$ cat src/rtl/core/ldfp_pkg.sv
// Package for the LoRaWAN data frame parser.
// Holds the byte class codes, frame layout constants and the result type.
// No dependencies.
package ldfp_pkg;

   localparam logic [3:0] OPTS_LEN_MASK = 4'hF;
   localparam int unsigned HDR_BASE = 8;
   localparam int unsigned MIC_BYTES = 4;

   localparam logic [7:0] ADDR_LAST_POS = 8'd4;
   localparam logic [7:0] CTRL_POS = 8'd5;
   localparam logic [7:0] CNT_LOW_POS = 8'd6;
   localparam logic [7:0] CNT_HIGH_POS = 8'd7;
   localparam logic [7:0] POS_MAX = 8'd255;

   localparam logic [2:0] MTYPE_JOIN_REQUEST = 3'd0;
   localparam logic [2:0] MTYPE_JOIN_ACCEPT = 3'd1;

   localparam logic STATUS_OK = 1'b0;
   localparam logic STATUS_SHORT = 1'b1;

   typedef enum logic [2:0] {
      CLASS_MHDR = 3'd0,
      CLASS_ADDR = 3'd1,
      CLASS_FCTRL = 3'd2,
      CLASS_FCNT = 3'd3,
      CLASS_FOPTS = 3'd4,
      CLASS_FPORT = 3'd5,
      CLASS_BODY = 3'd6,
      CLASS_MIC = 3'd7
   } byte_class_type;

   typedef struct packed {
      logic is_summary;
      logic [2:0] byte_class;
      logic [7:0] byte_value;
      logic status;
      logic [2:0] message_type;
      logic [31:0] device_address;
      logic [7:0] frame_control;
      logic [15:0] frame_counter;
      logic [7:0] frame_port;
      logic port_present;
      logic [7:0] payload_length;
      logic [31:0] message_check;
   } result_type;

endpackage

$ cat src/rtl/core/ldfp_if.sv
// Channel interfaces of the LoRaWAN data frame parser.
// One interface carries frame bytes in, the other carries results out.
// No dependencies.
interface ldfp_req_if;
   logic valid;
   logic ready;
   logic [7:0] data_byte;
   logic [7:0] frame_length;
   logic first_byte;
   logic last_byte;

   modport source (output valid, data_byte, frame_length, first_byte, last_byte,
                   input ready);
   modport sink (input valid, data_byte, frame_length, first_byte, last_byte,
                 output ready);
endinterface

interface ldfp_rsp_if;
   logic valid;
   logic ready;
   logic is_summary;
   logic [2:0] byte_class;
   logic [7:0] byte_value;
   logic status;
   logic [2:0] message_type;
   logic [31:0] device_address;
   logic [7:0] frame_control;
   logic [15:0] frame_counter;
   logic [7:0] frame_port;
   logic port_present;
   logic [7:0] payload_length;
   logic [31:0] message_check;

   modport source (output valid, is_summary, byte_class, byte_value, status,
                   message_type, device_address, frame_control, frame_counter,
                   frame_port, port_present, payload_length, message_check,
                   input ready);
   modport sink (input valid, is_summary, byte_class, byte_value, status,
                 message_type, device_address, frame_control, frame_counter,
                 frame_port, port_present, payload_length, message_check,
                 output ready);
endinterface

$ cat src/rtl/core/lorawan_data_frame_parser_top.sv
// The parser takes one frame byte per cycle while its output is not stalled
// and returns one tagged beat per byte; the final byte of a frame also returns
// a summary beat, so it holds off the input while the summary leaves through
// the single result register. Join frames are decoded as far as the MHDR only,
// and a data frame too short for its header and MIC is reported with a status
// of one.
//
// Top level of the LoRaWAN data frame parser.
// Depends on ldfp_pkg and the channel interfaces in ldfp_if.
module lorawan_data_frame_parser_top (
   input logic clock,
   input logic reset,
   ldfp_req_if.sink req_chan,
   ldfp_rsp_if.source rsp_chan
);
   import ldfp_pkg::*;

   logic [7:0] pos_ff, pos_in;
   logic [7:0] len_ff, len_in;
   logic [2:0] type_ff, type_in;
   logic [31:0] addr_ff, addr_in;
   logic [7:0] ctrl_ff, ctrl_in;
   logic [15:0] cnt_ff, cnt_in;
   logic [7:0] port_ff, port_in;
   logic [31:0] mic_ff, mic_in;

   result_type out_ff, sum_ff;
   logic out_valid_ff, sum_pend_ff;
   result_type tag_res, sum_res;

   logic [7:0] pos_cur, len_cur;
   logic [2:0] type_cur, type_nx;
   logic [31:0] addr_cur, addr_nx, mic_cur, mic_nx;
   logic [7:0] ctrl_cur, ctrl_nx, port_cur, port_nx;
   logic [15:0] cnt_cur, cnt_nx;
   logic [8:0] hdr_len, hdr_mic, sum_hdr, sum_hdr_mic, len_ext;
   logic [7:0] mic_start;
   logic [1:0] addr_lane, mic_lane;
   logic join_cur, join_nx, accept;
   byte_class_type cls;

   assign accept = req_chan.valid && req_chan.ready;
   assign req_chan.ready = !sum_pend_ff && (!out_valid_ff || rsp_chan.ready);

   always_comb begin
      pos_cur = req_chan.first_byte ? 8'd0 : pos_ff;
      len_cur = req_chan.first_byte ? req_chan.frame_length : len_ff;
      type_cur = req_chan.first_byte ? 3'd0 : type_ff;
      addr_cur = req_chan.first_byte ? 32'd0 : addr_ff;
      ctrl_cur = req_chan.first_byte ? 8'd0 : ctrl_ff;
      cnt_cur = req_chan.first_byte ? 16'd0 : cnt_ff;
      port_cur = req_chan.first_byte ? 8'd0 : port_ff;
      mic_cur = req_chan.first_byte ? 32'd0 : mic_ff;

      len_ext = {1'b0, len_cur};
      hdr_len = 9'(HDR_BASE) + 9'(ctrl_cur[3:0] & OPTS_LEN_MASK);
      hdr_mic = hdr_len + 9'(MIC_BYTES);
      mic_start = len_cur - 8'(MIC_BYTES);
      addr_lane = 2'(pos_cur - 8'd1);
      mic_lane = 2'(pos_cur - mic_start);
      join_cur = (type_cur == MTYPE_JOIN_REQUEST) || (type_cur == MTYPE_JOIN_ACCEPT);

      type_nx = type_cur;
      addr_nx = addr_cur;
      ctrl_nx = ctrl_cur;
      cnt_nx = cnt_cur;
      port_nx = port_cur;
      mic_nx = mic_cur;

      if (pos_cur == 8'd0) begin
         cls = CLASS_MHDR;
         type_nx = req_chan.data_byte[7:5];
      end else if (join_cur) begin
         cls = CLASS_BODY;
      end else if (pos_cur <= ADDR_LAST_POS) begin
         cls = CLASS_ADDR;
         addr_nx[addr_lane*8 +: 8] = req_chan.data_byte;
      end else if (pos_cur == CTRL_POS) begin
         cls = CLASS_FCTRL;
         ctrl_nx = req_chan.data_byte;
      end else if (pos_cur <= CNT_HIGH_POS) begin
         cls = CLASS_FCNT;
         if (pos_cur == CNT_LOW_POS) begin
            cnt_nx[7:0] = req_chan.data_byte;
         end else begin
            cnt_nx[15:8] = req_chan.data_byte;
         end
      end else if ({1'b0, pos_cur} < hdr_len) begin
         cls = CLASS_FOPTS;
      end else if (len_ext >= hdr_mic && pos_cur < len_cur && pos_cur >= mic_start) begin
         cls = CLASS_MIC;
         mic_nx[mic_lane*8 +: 8] = req_chan.data_byte;
      end else if (len_ext > hdr_mic && {1'b0, pos_cur} == hdr_len) begin
         cls = CLASS_FPORT;
         port_nx = req_chan.data_byte;
      end else begin
         cls = CLASS_BODY;
      end

      tag_res = '0;
      tag_res.byte_class = cls;
      tag_res.byte_value = req_chan.data_byte;

      join_nx = (type_nx == MTYPE_JOIN_REQUEST) || (type_nx == MTYPE_JOIN_ACCEPT);
      sum_hdr = 9'(HDR_BASE) + 9'(ctrl_nx[3:0] & OPTS_LEN_MASK);
      sum_hdr_mic = sum_hdr + 9'(MIC_BYTES);
      sum_res = '0;
      sum_res.is_summary = 1'b1;
      sum_res.status = STATUS_OK;
      sum_res.message_type = type_nx;
      if (!join_nx) begin
         sum_res.device_address = addr_nx;
         sum_res.frame_control = ctrl_nx;
         sum_res.frame_counter = cnt_nx;
         if (len_ext < sum_hdr_mic) begin
            sum_res.status = STATUS_SHORT;
         end else begin
            if (len_ext > sum_hdr_mic) begin
               sum_res.frame_port = port_nx;
               sum_res.port_present = 1'b1;
               sum_res.payload_length = 8'(len_ext - sum_hdr_mic - 9'd1);
            end
            sum_res.message_check = mic_nx;
         end
      end

      len_in = len_cur;
      if (req_chan.last_byte) begin
         pos_in = 8'd0;
         type_in = 3'd0;
         addr_in = 32'd0;
         ctrl_in = 8'd0;
         cnt_in = 16'd0;
         port_in = 8'd0;
         mic_in = 32'd0;
      end else begin
         pos_in = (pos_cur == POS_MAX) ? pos_cur : pos_cur + 8'd1;
         type_in = type_nx;
         addr_in = addr_nx;
         ctrl_in = ctrl_nx;
         cnt_in = cnt_nx;
         port_in = port_nx;
         mic_in = mic_nx;
      end
   end

   always_ff @(posedge clock) begin
      if (reset) begin
         pos_ff <= '0;
         len_ff <= '0;
         type_ff <= '0;
         addr_ff <= '0;
         ctrl_ff <= '0;
         cnt_ff <= '0;
         port_ff <= '0;
         mic_ff <= '0;
      end else if (accept) begin
         pos_ff <= pos_in;
         len_ff <= len_in;
         type_ff <= type_in;
         addr_ff <= addr_in;
         ctrl_ff <= ctrl_in;
         cnt_ff <= cnt_in;
         port_ff <= port_in;
         mic_ff <= mic_in;
      end
   end

   always_ff @(posedge clock) begin
      if (reset) begin
         out_valid_ff <= 1'b0;
         sum_pend_ff <= 1'b0;
      end else if (accept) begin
         out_valid_ff <= 1'b1;
         sum_pend_ff <= req_chan.last_byte;
      end else if (out_valid_ff && rsp_chan.ready) begin
         out_valid_ff <= sum_pend_ff;
         sum_pend_ff <= 1'b0;
      end
   end

   always_ff @(posedge clock) begin
      if (accept) begin
         out_ff <= tag_res;
         sum_ff <= sum_res;
      end else if (out_valid_ff && rsp_chan.ready && sum_pend_ff) begin
         out_ff <= sum_ff;
      end
   end

   assign rsp_chan.valid = out_valid_ff;
   assign rsp_chan.is_summary = out_ff.is_summary;
   assign rsp_chan.byte_class = out_ff.byte_class;
   assign rsp_chan.byte_value = out_ff.byte_value;
   assign rsp_chan.status = out_ff.status;
   assign rsp_chan.message_type = out_ff.message_type;
   assign rsp_chan.device_address = out_ff.device_address;
   assign rsp_chan.frame_control = out_ff.frame_control;
   assign rsp_chan.frame_counter = out_ff.frame_counter;
   assign rsp_chan.frame_port = out_ff.frame_port;
   assign rsp_chan.port_present = out_ff.port_present;
   assign rsp_chan.payload_length = out_ff.payload_length;
   assign rsp_chan.message_check = out_ff.message_check;

`ifndef SYNTHESIS
   a_pend_has_beat: assert property (@(posedge clock) disable iff (reset)
      sum_pend_ff |-> (out_valid_ff && !out_ff.is_summary))
      else $error("Summary pending without a tagged beat in front of it.");

   a_last_restarts: assert property (@(posedge clock) disable iff (reset)
      (accept && req_chan.last_byte) |=> (pos_ff == 8'd0 && ctrl_ff == 8'd0))
      else $error("Frame state not cleared after the last byte.");

   a_short_empty: assert property (@(posedge clock) disable iff (reset)
      (out_valid_ff && out_ff.is_summary && out_ff.status == STATUS_SHORT)
      |-> (!out_ff.port_present && out_ff.payload_length == 8'd0
           && out_ff.message_check == 32'd0))
      else $error("Short frame summary carries port or MIC data.");

   a_summary_follows: assert property (@(posedge clock) disable iff (reset)
      (sum_pend_ff && rsp_chan.ready) |=> (out_valid_ff && out_ff.is_summary))
      else $error("Summary beat did not follow its tagged beat.");
`endif

endmodule
$ cat src/flat_wrapper.sv
// flat-port wrapper written by rule: the top's interface ports become plain ports
module lorawan_data_frame_parser_top_flat import ldfp_pkg::*;
  (clock, reset, req_chan_valid, req_chan_data_byte, req_chan_frame_length, req_chan_first_byte, req_chan_last_byte, req_chan_ready, rsp_chan_valid, rsp_chan_is_summary, rsp_chan_byte_class, rsp_chan_byte_value, rsp_chan_status, rsp_chan_message_type, rsp_chan_device_address, rsp_chan_frame_control, rsp_chan_frame_counter, rsp_chan_frame_port, rsp_chan_port_present, rsp_chan_payload_length, rsp_chan_message_check, rsp_chan_ready);
  ldfp_req_if req_chan_i ();
  ldfp_rsp_if rsp_chan_i ();
  input logic clock;
  input logic reset;
  input wire logic [$bits(req_chan_i.valid)-1:0] req_chan_valid;
  input wire logic [$bits(req_chan_i.data_byte)-1:0] req_chan_data_byte;
  input wire logic [$bits(req_chan_i.frame_length)-1:0] req_chan_frame_length;
  input wire logic [$bits(req_chan_i.first_byte)-1:0] req_chan_first_byte;
  input wire logic [$bits(req_chan_i.last_byte)-1:0] req_chan_last_byte;
  output wire logic [$bits(req_chan_i.ready)-1:0] req_chan_ready;
  output wire logic [$bits(rsp_chan_i.valid)-1:0] rsp_chan_valid;
  output wire logic [$bits(rsp_chan_i.is_summary)-1:0] rsp_chan_is_summary;
  output wire logic [$bits(rsp_chan_i.byte_class)-1:0] rsp_chan_byte_class;
  output wire logic [$bits(rsp_chan_i.byte_value)-1:0] rsp_chan_byte_value;
  output wire logic [$bits(rsp_chan_i.status)-1:0] rsp_chan_status;
  output wire logic [$bits(rsp_chan_i.message_type)-1:0] rsp_chan_message_type;
  output wire logic [$bits(rsp_chan_i.device_address)-1:0] rsp_chan_device_address;
  output wire logic [$bits(rsp_chan_i.frame_control)-1:0] rsp_chan_frame_control;
  output wire logic [$bits(rsp_chan_i.frame_counter)-1:0] rsp_chan_frame_counter;
  output wire logic [$bits(rsp_chan_i.frame_port)-1:0] rsp_chan_frame_port;
  output wire logic [$bits(rsp_chan_i.port_present)-1:0] rsp_chan_port_present;
  output wire logic [$bits(rsp_chan_i.payload_length)-1:0] rsp_chan_payload_length;
  output wire logic [$bits(rsp_chan_i.message_check)-1:0] rsp_chan_message_check;
  input wire logic [$bits(rsp_chan_i.ready)-1:0] rsp_chan_ready;
  assign req_chan_i.valid = req_chan_valid;
  assign req_chan_i.data_byte = req_chan_data_byte;
  assign req_chan_i.frame_length = req_chan_frame_length;
  assign req_chan_i.first_byte = req_chan_first_byte;
  assign req_chan_i.last_byte = req_chan_last_byte;
  assign req_chan_ready = req_chan_i.ready;
  assign rsp_chan_valid = rsp_chan_i.valid;
  assign rsp_chan_is_summary = rsp_chan_i.is_summary;
  assign rsp_chan_byte_class = rsp_chan_i.byte_class;
  assign rsp_chan_byte_value = rsp_chan_i.byte_value;
  assign rsp_chan_status = rsp_chan_i.status;
  assign rsp_chan_message_type = rsp_chan_i.message_type;
  assign rsp_chan_device_address = rsp_chan_i.device_address;
  assign rsp_chan_frame_control = rsp_chan_i.frame_control;
  assign rsp_chan_frame_counter = rsp_chan_i.frame_counter;
  assign rsp_chan_frame_port = rsp_chan_i.frame_port;
  assign rsp_chan_port_present = rsp_chan_i.port_present;
  assign rsp_chan_payload_length = rsp_chan_i.payload_length;
  assign rsp_chan_message_check = rsp_chan_i.message_check;
  assign rsp_chan_i.ready = rsp_chan_ready;
  lorawan_data_frame_parser_top u_core (.clock(clock), .reset(reset), .req_chan(req_chan_i), .rsp_chan(rsp_chan_i));
endmodule
$ cat config.mk
export PLATFORM = sky130hd
export DESIGN_NAME = lorawan_data_frame_parser_top_flat
export DESIGN_NICKNAME = d
export VERILOG_FILES = /design/src/rtl/core/ldfp_pkg.sv /design/src/rtl/core/ldfp_if.sv /design/src/rtl/core/lorawan_data_frame_parser_top.sv /design/src/flat_wrapper.sv
export SDC_FILE = /design/constraint.sdc
export NUM_CORES = 1
export LEC_CHECK = 0
export BUFFER_PORTS_ARGS = -buffer_cell sky130_fd_sc_hd__buf_2
export CAP_MARGIN = 15
export CORE_ASPECT_RATIO = 0.9
export CORE_UTILIZATION = 53
export DETAILED_ROUTE_END_ITERATION = 8
export GPL_ROUTABILITY_DRIVEN = 0
export GPL_TIMING_DRIVEN = 1
export PLACE_DENSITY = 0.76
export REMOVE_ABC_BUFFERS = 1
export SLEW_MARGIN = 10
export SYNTH_ARGS = -nofsm -noshare
export SYNTH_HDL_FRONTEND = slang
export SYNTH_SLANG_ARGS = --single-unit
$ cat constraint.sdc
create_clock -name clock -period 4.5 [get_ports clock]
set_input_delay 0.675 -clock clock [delete_from_list [all_inputs] [get_ports clock]]
set_output_delay 0.675 -clock clock [all_outputs]
set_load 0.01 [all_outputs]
==> impl_metrics.ini <==
[grt]
grt_pass1_vias = 11600
grt_pass1_wl_um = 60200
grt_overflow = 0
grt_max_degree = 111
grt_usage_pct = 26.2
antenna_found_initial = 0

[clocking]
tritoncts = yes
htree_levels = 2
cts_max_path_buffers = 3
cts_root_buf = clkbuf_16
cts_resized = 0
numClockSinks = 347
postCtsSetupBuffers = 0
cts_hold_buf = 0
cts.clk_slew.worst_paths_ns = 0.06
clkLatencyLatePin_ns = 0.52
cts_inserted_buffers = 36

[min_path]
holdCritPathClass = reg2reg

[floorplanning]
core_um2 = 27300
die_w_um = 179
num_io_pins = 145
start_util_pct = 54.5
core.rowCount = 57
die-area_um2 = 28800
die_h_um = 161

[detailed_routing]
dr.pass1.iters = 9
drt-wirelength-per-cell_um = 18.2
wl_um = 37700
drtAntennaViolNets = 0
avgViaCountPerCell = 5.89
drc = 0
drt_iter0_drc = 983
vias = 12200

[layout]
finalNetCount = 1750
syn_to_final_growth_pct = 15.8
drive_above_1_share_pct = 16.5
n_antenna_cell = 0

[worst_setup_path]
path_cells = nor3_2 -> nand4_1 -> a211oi_2 -> nand2_1 -> o21ai_0 -> inv_1 -> ha_1 -> ha_1 -> o21ai_0 -> a21oi_1 -> nor3_2 -> buf_4 -> nor4_2 -> o2bb2ai_1
cp_slowest_stage_delay_ns = 0.78
required_ns = 4.85
crit_path_start_kind = flip-flop
cp_max_fo = 8
crit_arrival_ns = 4.62
cp-end-kind = flip-flop
critical_path_class = reg2reg
cp_slowest_cell = nor4_2

[sta]
fmax_mhz = 235
fin_crit_ns = 4.26
relSlewSlack_pct = 32.2
slew_violations = 0
worst_pin_slew_ns = 1.00
fin_skew_ns = 0.0210
rsz0062_at_grt = false
holdWs_ns = 0.448
setup_viol = 0
finalHoldViolCount = 0
min_period_over_period_pct = 94.7

[pwr]
leakage_uw = 0.00663
total_power_uw = 7010
p_per_area_nw_per_um2 = 406
ir_drop_v = 0.000310

[yosys]
synthCells = 1569
yosysWarnings = 0
netlist_area_um2 = 14900
synth_seq_area_share_pct = 54.7
ys_dominant_reg_cell = dfxtp_1
async_reset_ff_share_pct = 0
synth-edff-count = 120
avgSynthCellArea_um2 = 9.49
yosysUniqueCellTypes = 69
ys_seq_elements = 347

[placed_design]
dp_hpwl_um = 24400
port_buffers = 144

[job]
drv_cap = 0

[status]
status = finished, final reports clean
cell families after synthesis:
| logic type | share of synthesized area (%) |
|---|---|
| AOI/OAI and AO/OA | 17.2 |
| and+or+nand+nor | 18.5 |
| muxes | 0.823 |
| adders and majority gates | 3.71 |
| DFF | 54.7 |
| xor gates and xnor gates | 0.882 |
| buffers and inverters | 4.23 |
synth_stat cells (4+ instances only):
library cell | instances | area [um2]
nor4_2 | 4 | 50.1
a211oi_1 | 11 | 82.6
o22ai_1 | 9 | 56.3
a32o_1 | 20 | 200
and2_1 | 8 | 50.1
buf_1 | 20 | 75.1
a31oi_1 | 19 | 119
nand3b_1 | 10 | 75.1
a32oi_1 | 4 | 35.0
o2bb2ai_1 | 16 | 140
inv_1 | 42 | 158
nand3_1 | 40 | 200
clkbuf_1 | 78 | 293
a21oi_1 | 171 | 856
o21ai_1 | 10 | 50.1
xnor2_1 | 12 | 105
nand2b_1 | 13 | 81.3
ha_1 | 41 | 513
edfxtp_1 | 120 | 3600
nor3_1 | 13 | 65.1
a22o_1 | 33 | 289
nor2_1 | 125 | 469
nand2_1 | 307 | 1150
nor2b_1 | 13 | 81.3
buf_2 | 12 | 60.1
o21ai_0 | 49 | 245
a22oi_1 | 31 | 233
mux2i_1 | 10 | 100
dfxtp_1 | 227 | 4540
nor3b_1 | 32 | 240
and3_1 | 9 | 56.3
critical path: cells and delay by family (launching register included):
kind | cells | cell delay, ns
simple gates | 5 | 1.67
compound gates | 5 | 1.14
fa+ha+maj | 2 | 0.64
flops | 1 | 0.37
buf+inv | 2 | 0.28
area by class of cell:
type,count,area [um2]
Fill cell,2288,10100
Sequential cell,347,8150
Clock buffer,49,1080
Timing Repair Buffer,192,1110
Clock inverter,16,144
Tap cell,354,443
Multi-Input combinational cell,1065,6150
Inverter,43,169
per-stage QoR:
stage / TNS (ns) / std cells / cell area (um2) / worst slack, ns / utilization, %
3_5_place_dp: -0.519 / 1998 / 16000 / -0.0733 / 58.5
2_1_floorplan: -567.47 / 1455 / 14400 / -2.46 / -
4_1_cts: 0 / 2063 / 17200 / 0.370 / 63.0
5_1_grt: 0 / 2066 / 17200 / 0.0738 / 63.1
3_3_place_gp: 0 / 1998 / 16000 / 0.0946 / 58.5
6_report: 0 / 2066 / 17200 / 0.238 / 63.1
cells in the final DEF (no fill, tap or decap), types with 32 or more instances in the layout:
master,synthesis,final
a21oi_1,171,171
a22o_1,33,33
buf_2,12,145
buf_4,1,45
clkbuf_16,0,40
dfxtp_1,227,227
edfxtp_1,120,120
ha_1,41,41
inv_1,42,41
nand2_1,307,307
nand3_1,40,39
nor2_1,125,125
nor3b_1,32,32
o21ai_0,49,49
layer usage:
layer	vias up	share of wire (%)	track usage (%)
met1	5789	42	35.3
met2	518	46	41.8
met3	101	7.9	4.85
met5	-	0	0
li1	5760	-	-
met4	0	3.5	9.67
state kept, by name, summed over array words and instances, names as in the netlist, 3 cells and up:
signal                          count
u_core.addr_ff                     32
u_core.cnt_ff                      16
u_core.ctrl_ff                      8
u_core.len_ff                       8
u_core.mic_ff                      32
u_core.port_ff                      8
u_core.pos_ff                       8
u_core.rsp_chan.byte_class          3
u_core.rsp_chan.byte_value          8
u_core.rsp_chan.device_address     32
u_core.rsp_chan.frame_control       8
u_core.rsp_chan.frame_counter      16
u_core.rsp_chan.frame_port          8
u_core.rsp_chan.message_check      32
u_core.rsp_chan.message_type        3
u_core.rsp_chan.payload_length      8
u_core.sum_ff                     109
u_core.type_ff                      3
path summary, 6_finish.rpt:
check	from	end	slack [ns]	cells past startpoint
setup / recovery	u_core.pos_ff[5]$_SDFFE_PP0P_	u_core.sum_ff[10]$_SDFFCE_PP0P_	0.24	14
hold / removal	u_core.rsp_chan.message_check[20]$_SDFFE_PP0P_	u_core.rsp_chan.message_check[20]$_SDFFE_PP0P_	0.45	2
setup reg to reg	u_core.pos_ff[5]$_SDFFE_PP0P_	u_core.sum_ff[10]$_SDFFCE_PP0P_	0.24	14
hold reg to reg	u_core.rsp_chan.message_check[20]$_SDFFE_PP0P_	u_core.rsp_chan.message_check[20]$_SDFFE_PP0P_	0.45	2
power breakdown:
part	internal [uW]	switching [uW]
sequential	3350	41.9
clock	1810	1210
combinational	170	418
total	5340	1670
Power figures use the tool's default switching activity.
